**src/rtl/aosd_pkg.sv**
```systemverilog
package aosd_pkg;

    localparam int SAMPLE_WIDTH = 16;
    localparam int TIME_WIDTH   = 32;
    localparam logic [1:0] DEFAULT_QUADRANT = 2'd3;

    localparam int IN_DATA_W  = ((3 * SAMPLE_WIDTH + TIME_WIDTH + 7) / 8) * 8;
    localparam int OUT_DATA_W = 8;

    localparam int TILT_W = 15;
    localparam int BOUND_W = 32;
    localparam int LIMIT_W = 4;
    localparam int STABLE_W = 16;

    localparam int SQ_W   = 2 * SAMPLE_WIDTH;
    localparam int MSQ_W  = 2 * SAMPLE_WIDTH + 2;
    localparam int CMP_W  = (MSQ_W > BOUND_W) ? MSQ_W : BOUND_W;
    localparam int TCMP_W = (SAMPLE_WIDTH > TILT_W) ? SAMPLE_WIDTH : TILT_W;

    localparam int APB_ADDR_W = 5;
    localparam int APB_DATA_W = 32;

    localparam logic OP_SAMPLE  = 1'b0;
    localparam logic OP_CONSUME = 1'b1;

    localparam logic [TILT_W-1:0]   RST_TILT       = 15'd4096;
    localparam logic [BOUND_W-1:0]  RST_UPPER_SQ   = 32'd141097387;
    localparam logic [BOUND_W-1:0]  RST_LOWER_SQ   = 32'd20300431;
    localparam logic [LIMIT_W-1:0]  RST_HIT_LIMIT  = 4'd3;
    localparam logic [STABLE_W-1:0] RST_STABLE     = 16'd300;
    localparam logic                RST_ROTATION   = 1'b1;

    typedef enum logic [2:0] {
        REG_TILT      = 3'd0,
        REG_UPPER_SQ  = 3'd1,
        REG_LOWER_SQ  = 3'd2,
        REG_HIT_LIMIT = 3'd3,
        REG_STABLE    = 3'd4,
        REG_ROTATION  = 3'd5
    } t_reg_idx;

    typedef struct packed {
        logic [TILT_W-1:0]   flat_level;
        logic [BOUND_W-1:0]  shake_upper_sq;
        logic [BOUND_W-1:0]  shake_lower_sq;
        logic [LIMIT_W-1:0]  shake_hit_limit;
        logic [STABLE_W-1:0] hold_ms;
        logic                rot_en;
    } t_cfg;

    typedef struct packed {
        logic                  op;
        logic                  shake;
        logic                  flat;
        logic [1:0]            target;
        logic [TIME_WIDTH-1:0] now;
    } t_feat;

endpackage

```
**src/rtl/aosd_regs.sv**
```systemverilog
module aosd_regs (
    input  logic                             i_clk,
    input  logic                             i_rst_n,
    input  logic                             psel,
    input  logic                             penable,
    input  logic                             pwrite,
    input  logic [aosd_pkg::APB_ADDR_W-1:0]  paddr,
    input  logic [aosd_pkg::APB_DATA_W-1:0]  pwdata,
    output logic [aosd_pkg::APB_DATA_W-1:0]  prdata,
    output logic                             pready,
    output aosd_pkg::t_cfg                   o_cfg
);

    aosd_pkg::t_cfg r_cfg;
    logic [2:0] idx;
    logic wr;

    assign idx    = paddr[4:2];
    assign pready = 1'b1;
    assign wr     = psel & penable & pwrite;
    assign o_cfg  = r_cfg;

    always_ff @(posedge i_clk) begin
        if (!i_rst_n) begin
            r_cfg.flat_level      <= aosd_pkg::RST_TILT;
            r_cfg.shake_upper_sq  <= aosd_pkg::RST_UPPER_SQ;
            r_cfg.shake_lower_sq  <= aosd_pkg::RST_LOWER_SQ;
            r_cfg.shake_hit_limit <= aosd_pkg::RST_HIT_LIMIT;
            r_cfg.hold_ms         <= aosd_pkg::RST_STABLE;
            r_cfg.rot_en          <= aosd_pkg::RST_ROTATION;
        end else if (wr) begin
            case (idx)
                aosd_pkg::REG_TILT:      r_cfg.flat_level <= pwdata[aosd_pkg::TILT_W-1:0];
                aosd_pkg::REG_UPPER_SQ:  r_cfg.shake_upper_sq <= pwdata[aosd_pkg::BOUND_W-1:0];
                aosd_pkg::REG_LOWER_SQ:  r_cfg.shake_lower_sq <= pwdata[aosd_pkg::BOUND_W-1:0];
                aosd_pkg::REG_HIT_LIMIT: r_cfg.shake_hit_limit <= pwdata[aosd_pkg::LIMIT_W-1:0];
                aosd_pkg::REG_STABLE:    r_cfg.hold_ms <= pwdata[aosd_pkg::STABLE_W-1:0];
                aosd_pkg::REG_ROTATION:  r_cfg.rot_en <= pwdata[0];
                default: begin
                end
            endcase
        end
    end

    always_comb begin
        prdata = '0;
        case (idx)
            aosd_pkg::REG_TILT:      prdata[aosd_pkg::TILT_W-1:0] = r_cfg.flat_level;
            aosd_pkg::REG_UPPER_SQ:  prdata = r_cfg.shake_upper_sq;
            aosd_pkg::REG_LOWER_SQ:  prdata = r_cfg.shake_lower_sq;
            aosd_pkg::REG_HIT_LIMIT: prdata[aosd_pkg::LIMIT_W-1:0] = r_cfg.shake_hit_limit;
            aosd_pkg::REG_STABLE:    prdata[aosd_pkg::STABLE_W-1:0] = r_cfg.hold_ms;
            aosd_pkg::REG_ROTATION:  prdata[0] = r_cfg.rot_en;
            default: prdata = '0;
        endcase
    end

endmodule

```
**src/rtl/aosd_front.sv**
```systemverilog
module aosd_front (
    input  logic                                i_clk,
    input  logic                                i_rst_n,
    input  logic                                i_en,
    input  logic                                i_valid,
    input  logic                                i_op,
    input  logic [aosd_pkg::IN_DATA_W-1:0]      i_data,
    input  aosd_pkg::t_cfg                      i_cfg,
    output logic                                o_feat_valid,
    output aosd_pkg::t_feat                     o_feat
);

    localparam int SW = aosd_pkg::SAMPLE_WIDTH;
    localparam int TW = aosd_pkg::TIME_WIDTH;

    logic                 r_a_valid;
    logic                 r_a_op;
    logic signed [SW-1:0] r_a_x, r_a_y, r_a_z;
    logic [TW-1:0]        r_a_now;

    logic [SW-1:0] ax, ay, az;
    logic          flat;
    logic [1:0]    target;
    logic          x_pos, y_pos;

    logic                    r_b_valid;
    logic                    r_b_op;
    logic [aosd_pkg::SQ_W-1:0] r_b_sx, r_b_sy, r_b_sz;
    logic                    r_b_flat;
    logic [1:0]              r_b_target;
    logic [TW-1:0]           r_b_now;

    logic [aosd_pkg::CMP_W-1:0] msq;
    logic                       shake;

    logic            r_c_valid;
    aosd_pkg::t_feat r_c_feat;

    assign ax = r_a_x[SW-1] ? SW'(-r_a_x) : SW'(r_a_x);
    assign ay = r_a_y[SW-1] ? SW'(-r_a_y) : SW'(r_a_y);
    assign az = r_a_z[SW-1] ? SW'(-r_a_z) : SW'(r_a_z);

    assign x_pos = !r_a_x[SW-1] && (r_a_x != '0);
    assign y_pos = !r_a_y[SW-1] && (r_a_y != '0);

    assign flat = (aosd_pkg::TCMP_W'(ax) < aosd_pkg::TCMP_W'(i_cfg.flat_level))
               && (aosd_pkg::TCMP_W'(ay) < aosd_pkg::TCMP_W'(i_cfg.flat_level));

    always_comb begin
        if (ay > ax) begin
            target = y_pos ? 2'd3 : 2'd1;
        end else begin
            target = x_pos ? 2'd0 : 2'd2;
        end
    end

    assign msq = aosd_pkg::CMP_W'(r_b_sx) + aosd_pkg::CMP_W'(r_b_sy)
               + aosd_pkg::CMP_W'(r_b_sz);
    assign shake = (msq > aosd_pkg::CMP_W'(i_cfg.shake_upper_sq))
                || (msq < aosd_pkg::CMP_W'(i_cfg.shake_lower_sq));

    always_ff @(posedge i_clk) begin
        if (!i_rst_n) begin
            r_a_valid <= 1'b0;
            r_b_valid <= 1'b0;
            r_c_valid <= 1'b0;
        end else if (i_en) begin
            r_a_valid <= i_valid;
            r_b_valid <= r_a_valid;
            r_c_valid <= r_b_valid;
        end
    end

    always_ff @(posedge i_clk) begin
        if (i_en) begin
            r_a_op  <= i_op;
            r_a_x   <= i_data[SW-1:0];
            r_a_y   <= i_data[2*SW-1:SW];
            r_a_z   <= i_data[3*SW-1:2*SW];
            r_a_now <= i_data[3*SW+TW-1:3*SW];

            r_b_op     <= r_a_op;
            r_b_sx     <= aosd_pkg::SQ_W'(ax) * aosd_pkg::SQ_W'(ax);
            r_b_sy     <= aosd_pkg::SQ_W'(ay) * aosd_pkg::SQ_W'(ay);
            r_b_sz     <= aosd_pkg::SQ_W'(az) * aosd_pkg::SQ_W'(az);
            r_b_flat   <= flat;
            r_b_target <= target;
            r_b_now    <= r_a_now;

            r_c_feat.op     <= r_b_op;
            r_c_feat.shake  <= shake;
            r_c_feat.flat   <= r_b_flat;
            r_c_feat.target <= r_b_target;
            r_c_feat.now    <= r_b_now;
        end
    end

    assign o_feat_valid = r_c_valid;
    assign o_feat       = r_c_feat;

endmodule

```
**src/rtl/aosd_state.sv**
```systemverilog
module aosd_state (
    input  logic             i_clk,
    input  logic             i_rst_n,
    input  logic             i_en,
    input  logic             i_feat_valid,
    input  aosd_pkg::t_feat  i_feat,
    input  aosd_pkg::t_cfg   i_cfg,
    output logic             o_valid,
    output logic [1:0]       o_quadrant,
    output logic             o_taken,
    output logic             o_pending
);

    localparam int TW = aosd_pkg::TIME_WIDTH;
    localparam int LW = aosd_pkg::LIMIT_W;

    logic [1:0]    r_cur, r_cand;
    logic [TW-1:0] r_start;
    logic [LW-1:0] r_hits;
    logic          r_latch;
    logic          r_valid;
    logic [1:0]    r_quadrant;
    logic          r_taken, r_pending;

    logic [1:0]    n_cur, n_cand;
    logic [TW-1:0] n_start;
    logic [LW-1:0] n_hits, hits_up;
    logic          n_latch, n_taken;
    logic [TW-1:0] elapsed;

    assign elapsed = i_feat.now - r_start;
    assign hits_up = (r_hits < i_cfg.shake_hit_limit) ? r_hits + LW'(1) : r_hits;

    always_comb begin
        n_cur   = r_cur;
        n_cand  = r_cand;
        n_start = r_start;
        n_hits  = r_hits;
        n_latch = r_latch;
        n_taken = 1'b0;
        if (i_feat.op == aosd_pkg::OP_CONSUME) begin
            n_taken = r_latch;
            n_latch = 1'b0;
        end else begin
            if (i_feat.shake) begin
                n_hits = hits_up;
                if (hits_up >= i_cfg.shake_hit_limit) begin
                    n_latch = 1'b1;
                end
            end else if (r_hits != '0) begin
                n_hits = r_hits - LW'(1);
            end

            if (!i_cfg.rot_en || i_feat.flat || i_feat.target == r_cur) begin
                n_cand = r_cur;
            end else if (i_feat.target != r_cand) begin
                n_cand  = i_feat.target;
                n_start = i_feat.now;
            end else if (elapsed >= TW'(i_cfg.hold_ms)) begin
                n_cur = i_feat.target;
            end
        end
    end

    always_ff @(posedge i_clk) begin
        if (!i_rst_n) begin
            r_cur   <= aosd_pkg::DEFAULT_QUADRANT;
            r_cand  <= aosd_pkg::DEFAULT_QUADRANT;
            r_start <= '0;
            r_hits  <= '0;
            r_latch <= 1'b0;
            r_valid <= 1'b0;
        end else if (i_en) begin
            r_valid <= i_feat_valid;
            if (i_feat_valid) begin
                r_cur   <= n_cur;
                r_cand  <= n_cand;
                r_start <= n_start;
                r_hits  <= n_hits;
                r_latch <= n_latch;
            end
        end
    end

    always_ff @(posedge i_clk) begin
        if (i_en && i_feat_valid) begin
            r_quadrant <= n_cur;
            r_taken    <= n_taken;
            r_pending  <= n_latch;
        end
    end

    assign o_valid    = r_valid;
    assign o_quadrant = r_quadrant;
    assign o_taken    = r_taken;
    assign o_pending  = r_pending;

endmodule

```
**src/rtl/accel_orientation_and_shake_detect_core.sv**
```systemverilog
// Channel   Direction  Handshake                     Payload
// s_axis    in         s_axis_tvalid/s_axis_tready   tuser: operation; tdata: x, y, z, time_ms
// m_axis    out        m_axis_tvalid/m_axis_tready   tdata: quadrant, shake_taken, shake_pending
// apb       in         psel/penable/pready           six registers at 4*index, on a 32-bit data bus
//
// One beat is accepted per cycle unless the output stalls; beats overlap in the pipeline.
// The pipeline is input register, squaring stage, magnitude compare stage and state update.
// The whole pipeline advances together; it stalls only while a result waits at the output.
// Reset is synchronous and active low and restores the default quadrant and register values.
module accel_orientation_and_shake_detect_core (
    input  logic                               i_clk,
    input  logic                               i_rst_n,
    input  logic                               s_axis_tvalid,
    output logic                               s_axis_tready,
    // Fields from bit 0: accel_x, accel_y, accel_z, time_ms.
    input  logic [aosd_pkg::IN_DATA_W-1:0]     s_axis_tdata,
    // Fields from bit 0: operation.
    input  logic                               s_axis_tuser,
    output logic                               m_axis_tvalid,
    input  logic                               m_axis_tready,
    // Fields from bit 0: quadrant, shake_taken, shake_pending, zero fill.
    output logic [aosd_pkg::OUT_DATA_W-1:0]    m_axis_tdata,
    input  logic                               psel,
    input  logic                               penable,
    input  logic                               pwrite,
    input  logic [aosd_pkg::APB_ADDR_W-1:0]    paddr,
    input  logic [aosd_pkg::APB_DATA_W-1:0]    pwdata,
    output logic [aosd_pkg::APB_DATA_W-1:0]    prdata,
    output logic                               pready
);

    aosd_pkg::t_cfg  cfg;
    aosd_pkg::t_feat feat;
    logic            feat_valid;
    logic            en;
    logic [1:0]      quadrant;
    logic            taken, pending;

    assign en            = !m_axis_tvalid || m_axis_tready;
    assign s_axis_tready = en;
    assign m_axis_tdata  = {{(aosd_pkg::OUT_DATA_W - 4){1'b0}}, pending, taken, quadrant};

    aosd_regs u_regs (
        .i_clk   (i_clk),
        .i_rst_n (i_rst_n),
        .psel    (psel),
        .penable (penable),
        .pwrite  (pwrite),
        .paddr   (paddr),
        .pwdata  (pwdata),
        .prdata  (prdata),
        .pready  (pready),
        .o_cfg   (cfg)
    );

    aosd_front u_front (
        .i_clk        (i_clk),
        .i_rst_n      (i_rst_n),
        .i_en         (en),
        .i_valid      (s_axis_tvalid),
        .i_op         (s_axis_tuser),
        .i_data       (s_axis_tdata),
        .i_cfg        (cfg),
        .o_feat_valid (feat_valid),
        .o_feat       (feat)
    );

    aosd_state u_state (
        .i_clk        (i_clk),
        .i_rst_n      (i_rst_n),
        .i_en         (en),
        .i_feat_valid (feat_valid),
        .i_feat       (feat),
        .i_cfg        (cfg),
        .o_valid      (m_axis_tvalid),
        .o_quadrant   (quadrant),
        .o_taken      (taken),
        .o_pending    (pending)
    );

    a_consume_clears: assert property (@(posedge i_clk) disable iff (!i_rst_n)
        (m_axis_tvalid && taken) |-> !pending)
        else $error("shake latch still pending after it was taken");

    a_ready_only_on_stall: assert property (@(posedge i_clk) disable iff (!i_rst_n)
        !s_axis_tready |-> (m_axis_tvalid && !m_axis_tready))
        else $error("input held off without an output stall");

    a_flat_data_stall: assert property (@(posedge i_clk) disable iff (!i_rst_n)
        (m_axis_tvalid && !m_axis_tready) |=> $stable(quadrant))
        else $error("quadrant changed while the result was stalled");

endmodule
```
**config.mk**
```make
export PLATFORM = sky130hd
export DESIGN_NAME = accel_orientation_and_shake_detect_core
export DESIGN_NICKNAME = d
export VERILOG_FILES = /design/src/rtl/aosd_pkg.sv /design/src/rtl/aosd_regs.sv /design/src/rtl/aosd_front.sv /design/src/rtl/aosd_state.sv /design/src/rtl/accel_orientation_and_shake_detect_core.sv
export SDC_FILE = /design/constraint.sdc
export NUM_CORES = 2
export LEC_CHECK = 0
export BUFFER_PORTS_ARGS = -buffer_cell sky130_fd_sc_hd__buf_4
export CAP_MARGIN = 20
export CORE_UTILIZATION = 35
export CTS_BUF_LIST = sky130_fd_sc_hd__clkbuf_8
export CTS_CLUSTER_SIZE = 12
export DETAILED_ROUTE_END_ITERATION = 10
export PLACE_DENSITY = 0.56
export SKIP_LAST_GASP = 1
export SYNTH_ARGS = -nofsm -noshare
export SYNTH_HDL_FRONTEND = slang
export SYNTH_SLANG_ARGS = --single-unit
```
**constraint.sdc**
```tcl
create_clock -name i_clk -period 16.85 [get_ports i_clk]
set_clock_uncertainty 0.05 [all_clocks]
set_input_delay 3.37 -clock i_clk [delete_from_list [all_inputs] [get_ports i_clk]]
set_output_delay 3.37 -clock i_clk [all_outputs]
set_load 0.1 [all_outputs]
```
After elaboration in Yosys (flattened, before gate mapping):

Index checks and enable logic that the tools add are counted.

* register bits after elaboration: 399
* output and inout bits: 43
* word-level logic and storage cells: 116

* muxes and demuxes: 23
* multipliers: 3
* bitwise logic cells: 4
* reductions and logical operators: 28
* add/subtract/negate cells: 8
* equal/unequal tests: 7
* magnitude comparators: 8

Operators by type and width (number)
* 16-bit by 16-bit multiplier with 32-bit output: 3
* 16-bit two-way mux: 3
* 16-bit negator: 3
* 11-bit one-hot mux with 4 select lines: 1
* 34-bit by 32-bit adder with 34-bit output: 1
* 34-bit by 32-bit > comparator with 1-bit output: 1
* 34-bit by 32-bit less-than comparator with 1-bit output: 1
* 32-bit by 32-bit adder with 33-bit output: 1
* 32-bit by 16-bit >= comparator with 1-bit output: 1
* 16-bit by 15-bit less-than comparator with 1-bit output: 2
* 16-bit one-hot mux with 2 select lines: 1
* 16-bit nonzero test: 2
* 32-bit subtractor: 1
* 2-bit two-way mux: 9
* 16-bit > comparator: 1
* 3-bit one-hot mux with 5 select lines: 1
* 2-bit AND reduction: 7
* 4-bit two-way mux: 3
* 4-bit AND reduction: 2
* 3-bit by 2-bit equality test with 1-bit output (second input constant): 2
* 3-bit equality test (second input constant): 2
* 1-bit one-hot mux with 6 select lines: 1
* 5-bit AND reduction: 1
* 4-bit by 1-bit adder with 4-bit output (second input constant): 1
* other kinds (16): 30

Longest topological paths before layout:

* word-level depth: 6
* depth in mapped cells: 32
* mapped depth without buffers: 32

Modules after synthesis:

Synthesis repeated with hierarchy kept, for this count alone.

* cell total of the unflattened synthesis: 4498
* area total of the unflattened synthesis: 43271.5 um^2

Modules (own cells, without submodules)
* aosd_front: area each 33987.6 um^2, sequential area each 7477.2 um^2, cells an instance 3352, instances 1
* aosd_regs: area each 4640.7 um^2, sequential area each 2001.9 um^2, cells an instance 529, instances 1
* aosd_state: area each 4588.2 um^2, sequential area each 960.9 um^2, cells an instance 609, instances 1
* accel_orientation_and_shake_detect_core: area each 55.1 um^2, sequential area each 0.0 um^2, cells an instance 8, instances 1

Worst setup path after synthesis:

Ideal clock, no wire load.

* path kind: input to output
* start point: in m_axis_tready
* end point: out s_axis_tready
* buffers on the path: 1
* slack: 2.348 ns
* arrival time: 11.082 ns
* cell stages on the path: 2
* path through: nand2b_1 -> clkbuf_1

* cells in the longest elaborated chain, start to end: 1

RTL lines
* from (decl): line accel_orientation_and_shake_detect_core.sv:20 `input logic m_axis_tready,`
* 1-bit logical OR: line accel_orientation_and_shake_detect_core.sv:39 `assign en = !m_axis_tvalid || m_axis_tready;`
* to (decl): line accel_orientation_and_shake_detect_core.sv:14 `output logic s_axis_tready,`

Every way passes these cells.

Final worst setup path:

* start point: reg u_front.r_a_y[0]
* end point: reg u_front.r_b_sy[31] (netlist name), data pin

* cells in the longest elaborated chain, start to end: 3

RTL lines
* from (decl): line aosd_front.sv:18 `logic signed [SW-1:0] r_a_x, r_a_y, r_a_z;`
* from (signal assigned): line aosd_front.sv:78 `r_a_y <= i_data[2*SW-1:SW];`
* 16-bit negator: line aosd_front.sv:40 `assign ay = r_a_y[SW-1] ? SW'(-r_a_y) : SW'(r_a_y);`
* 16-bit two-way mux *: line aosd_front.sv:40
* 16-bit by 16-bit multiplier with 32-bit output *: line aosd_front.sv:84 `r_b_sy <= aosd_pkg::SQ_W'(ay) * aosd_pkg::SQ_W'(ay);`
* to (signal assigned): line aosd_front.sv:84
* to (decl): line aosd_front.sv:28 `logic [aosd_pkg::SQ_W-1:0] r_b_sx, r_b_sy, r_b_sz;`

Every way passes the cells marked *; elsewhere a longest branch is shown, timed or not.
A chain may end at the register's enable or synchronous reset.

==> key figures <==
Status
  • Status: finished clean

Yosys
  • Synth warn: 0
  • Asr flop ratio synth: 0
  • Post-Syn Area: 42930 um^2
  • Post-synth EDFFs: ~250
  • Sequential share of the synthesized area: 0.2432
  • Unique masters post-synth: slightly above 100
  • Largest area contributor in the synthesized netlist: fa_1
  • Yosys top cell area share: 0.2299
  • Prevailing post-synth register cell: edfxtp_1
  • Post-Syn Instances: 4514
  • Syn Area/Cell: 9.510 um^2
  • #FFs+latches synth: roughly 400
  • Synth top area cells: fa_1, edfxtp_1, ha_1

Die
  • Full die area: ~120000 um^2
  • Initial Util: 0.3527
  • FP Rows: between 100 and 150
  • Core area: roughly 120000 um^2
  • Die Y: about 350 um
  • Chip Width: 352.2 um
  • I/O pin cnt: between 150 and 200

Clock network
  • Post-cts hold buffer count: 0
  • Clk sinks: 396
  • Clk pin slew, worst setup/hold paths: 0.07 ns
  • H-tree Lvls: 3
  • Skew-Pair Late Insertion Delay: ~0.77 ns
  • CTS max path bufs: 3
  • Post_cts resized: 0
  • Clock buffer count from CTS: 77
  • Setup Buffers After CTS: 0
  • CTS root buffer: clkbuf_8
  • CTS tree: yes

Setup path
  • CP dominant cell by count: fa_1
  • CP Max Fanout: 18
  • Crit-path leading delay family: adder cells
  • R2R depth: 27
  • Req. time, crit path: between 15 and 20 ns
  • Reg2Reg Setup Slack: 6.79 ns
  • RR Endpoint: u_front.r_b_sy[31]
  • R2R Path Start: u_front.r_a_y[0]
  • WS Path Type: reg2reg
  • Buf/Inv on CP: 5
  • Slowest CP cell: clkinv_1
  • Slowest stage delay, CP: just under 0.8 ns
  • Worst EP arrival: around 10 ns
  • Startpoint Class: flop
  • Crit end category: flop

STA
  • RSZ-0062 raised after global routing: false
  • Setup TNS: 0 ns
  • Final Hold Fails: 0
  • Max Slew Vio Count: 0
  • Final setup vio count: 0
  • Tmin final: just over 10 ns
  • Max_slew headroom: 0.3337
  • Fin crit share: 0.5967
  • Max frequency: 99.45 MHz
  • Tightest Pin Transition: between 0.9 and 1 ns

GRT
  • First-pass GRT wire length: about 180 mm
  • Initial antenna violation count: 1
  • Total track usage: 0.1843
  • Largest net degree at the start of global routing: about 130
  • GRT Residual Overflow: 0
  • Vias in the first global route: between 30000 and 40000

Route
  • Antenna-violating nets left: 0
  • DR DRC count: 0
  • Vias/cell: 4.930
  • Via count: about 32000
  • 1st-pass router iterations: 7
  • Routed Wire Length: between 100 and 150 mm
  • WL per Instance: ~18 um
  • Iteration-0 DRC count of the detailed router: 1766

Final layout
  • Synthesis-to-finish area growth: 11.30%
  • Fin area: 47780 um^2
  • Most common cell after layout, fill and taps aside: inv_1
  • Nets: between 5000 and 6000
  • Most frequent cells in the layout: inv_1, ha_1, fa_1
  • Fillers: between 10000 and 15000
  • Layout cells sized above 1: 0.08223

Worst hold path
  • Hold Startpoint: u_front.r_a_now[18]
  • WHS Path Cells: 0
  • Hold EP: u_front.r_b_now[18]
  • Worst min path class: reg2reg

Placed design
  • Final RePlAce weighted congestion: around 0.9
  • Hpwl dp: ~90 mm
  • Port buffer count: 160
  • Placed Area: 46210 um^2

Flow run
  • Max-cap violations: 0
-- per-stage QoR --
step,hold WS (ns),std cells,util,setup slack (ns)
floorplan,0.3503,4550,-,2.348
global placement,0.3516,6267,0.3797,6.802
detailed placement,0.3545,6267,0.3797,6.770
CTS,0.3517,6404,0.3925,6.693
global route,0.3633,6405,0.3925,6.305
finish,0.3529,6406,0.3925,6.795
-- area by class of cell --
class                   instances  area [um^2]  share of cell area
multi-input cells            3183        28970              0.6062
flip-flops and latches        396        10440              0.2185
inverters                     857         3217             0.06733
well taps                    1625         2033             0.04255
repair buffers                206         1559             0.03263
clock buffers                  88         1211             0.02535
clock inverters                49        349.1            0.007306
diodes                          2        5.005           0.0001047
-- flip-flops by register name, summed over array words and instances (netlist names), 31 cells and up --
name             flops
u_front.r_b_now     32
u_front.o_feat      37
u_regs.o_cfg       100
u_front.r_b_sy      31
u_front.r_b_sx      31
u_state.r_start     32
u_front.r_b_sz      31
u_front.r_a_now     32
-- synthesized netlist by cell type, drive strengths merged (53+ instances only) --
master and instances:
ha 517, nor3 53, dfxtp 145, clkbuf 87
a21o 112, inv 847, fa 493, xor2 68
mux2i 65, nor2 344, o21ai 123, nand2 469
edfxtp 251, xnor2 147, a21oi 225
-- logic make-up (layout without fill, tap and decap cells) --
kind of cell | count (synthesis) | count (layout) | synth area share
AOI/OAI and AO/OA | 726 | 726 | 0.1119
buffers and inverters | 971 | 1200 | 0.08647
other | 2 | 40 | 0.0001749
and+or+nand+nor | 1125 | 1125 | 0.1164
DFF | 396 | 396 | 0.2432
muxes | 69 | 69 | 0.01673
adders and majority gates | 1010 | 1010 | 0.3806
xor gates and xnor gates | 215 | 215 | 0.04456
-- worst max path at each step --
stage,from,to,slack [ns],depth (start not counted)
after floorplan,m_axis_tready,s_axis_tready,2.35,2
after global placement,u_front.r_a_y[0],u_front.r_b_sy[31],6.80,27
after detailed placement,u_front.r_a_y[0],u_front.r_b_sy[31],6.77,27
after CTS,u_front.r_a_y[0],u_front.r_b_sy[31],6.69,27
after global routing,u_front.r_a_y[0],u_front.r_b_sy[31],6.31,27
final,u_front.r_a_y[0],u_front.r_b_sy[31],6.79,27
-- metal layers --
layer | wire, um | GRT usage | up-vias
li1 | - | - | 15208
met1 | 49000 | 0.2360 | 15522
met2 | 55330 | 0.3170 | 715
met3 | 5175 | 0.02380 | 139
met4 | 3542 | 0.06626 | 0
met5 | 0 | 0 | -
Power is not shown: default switching activity piles up to over one toggle a cycle in this logic, so the estimate is an artifact.
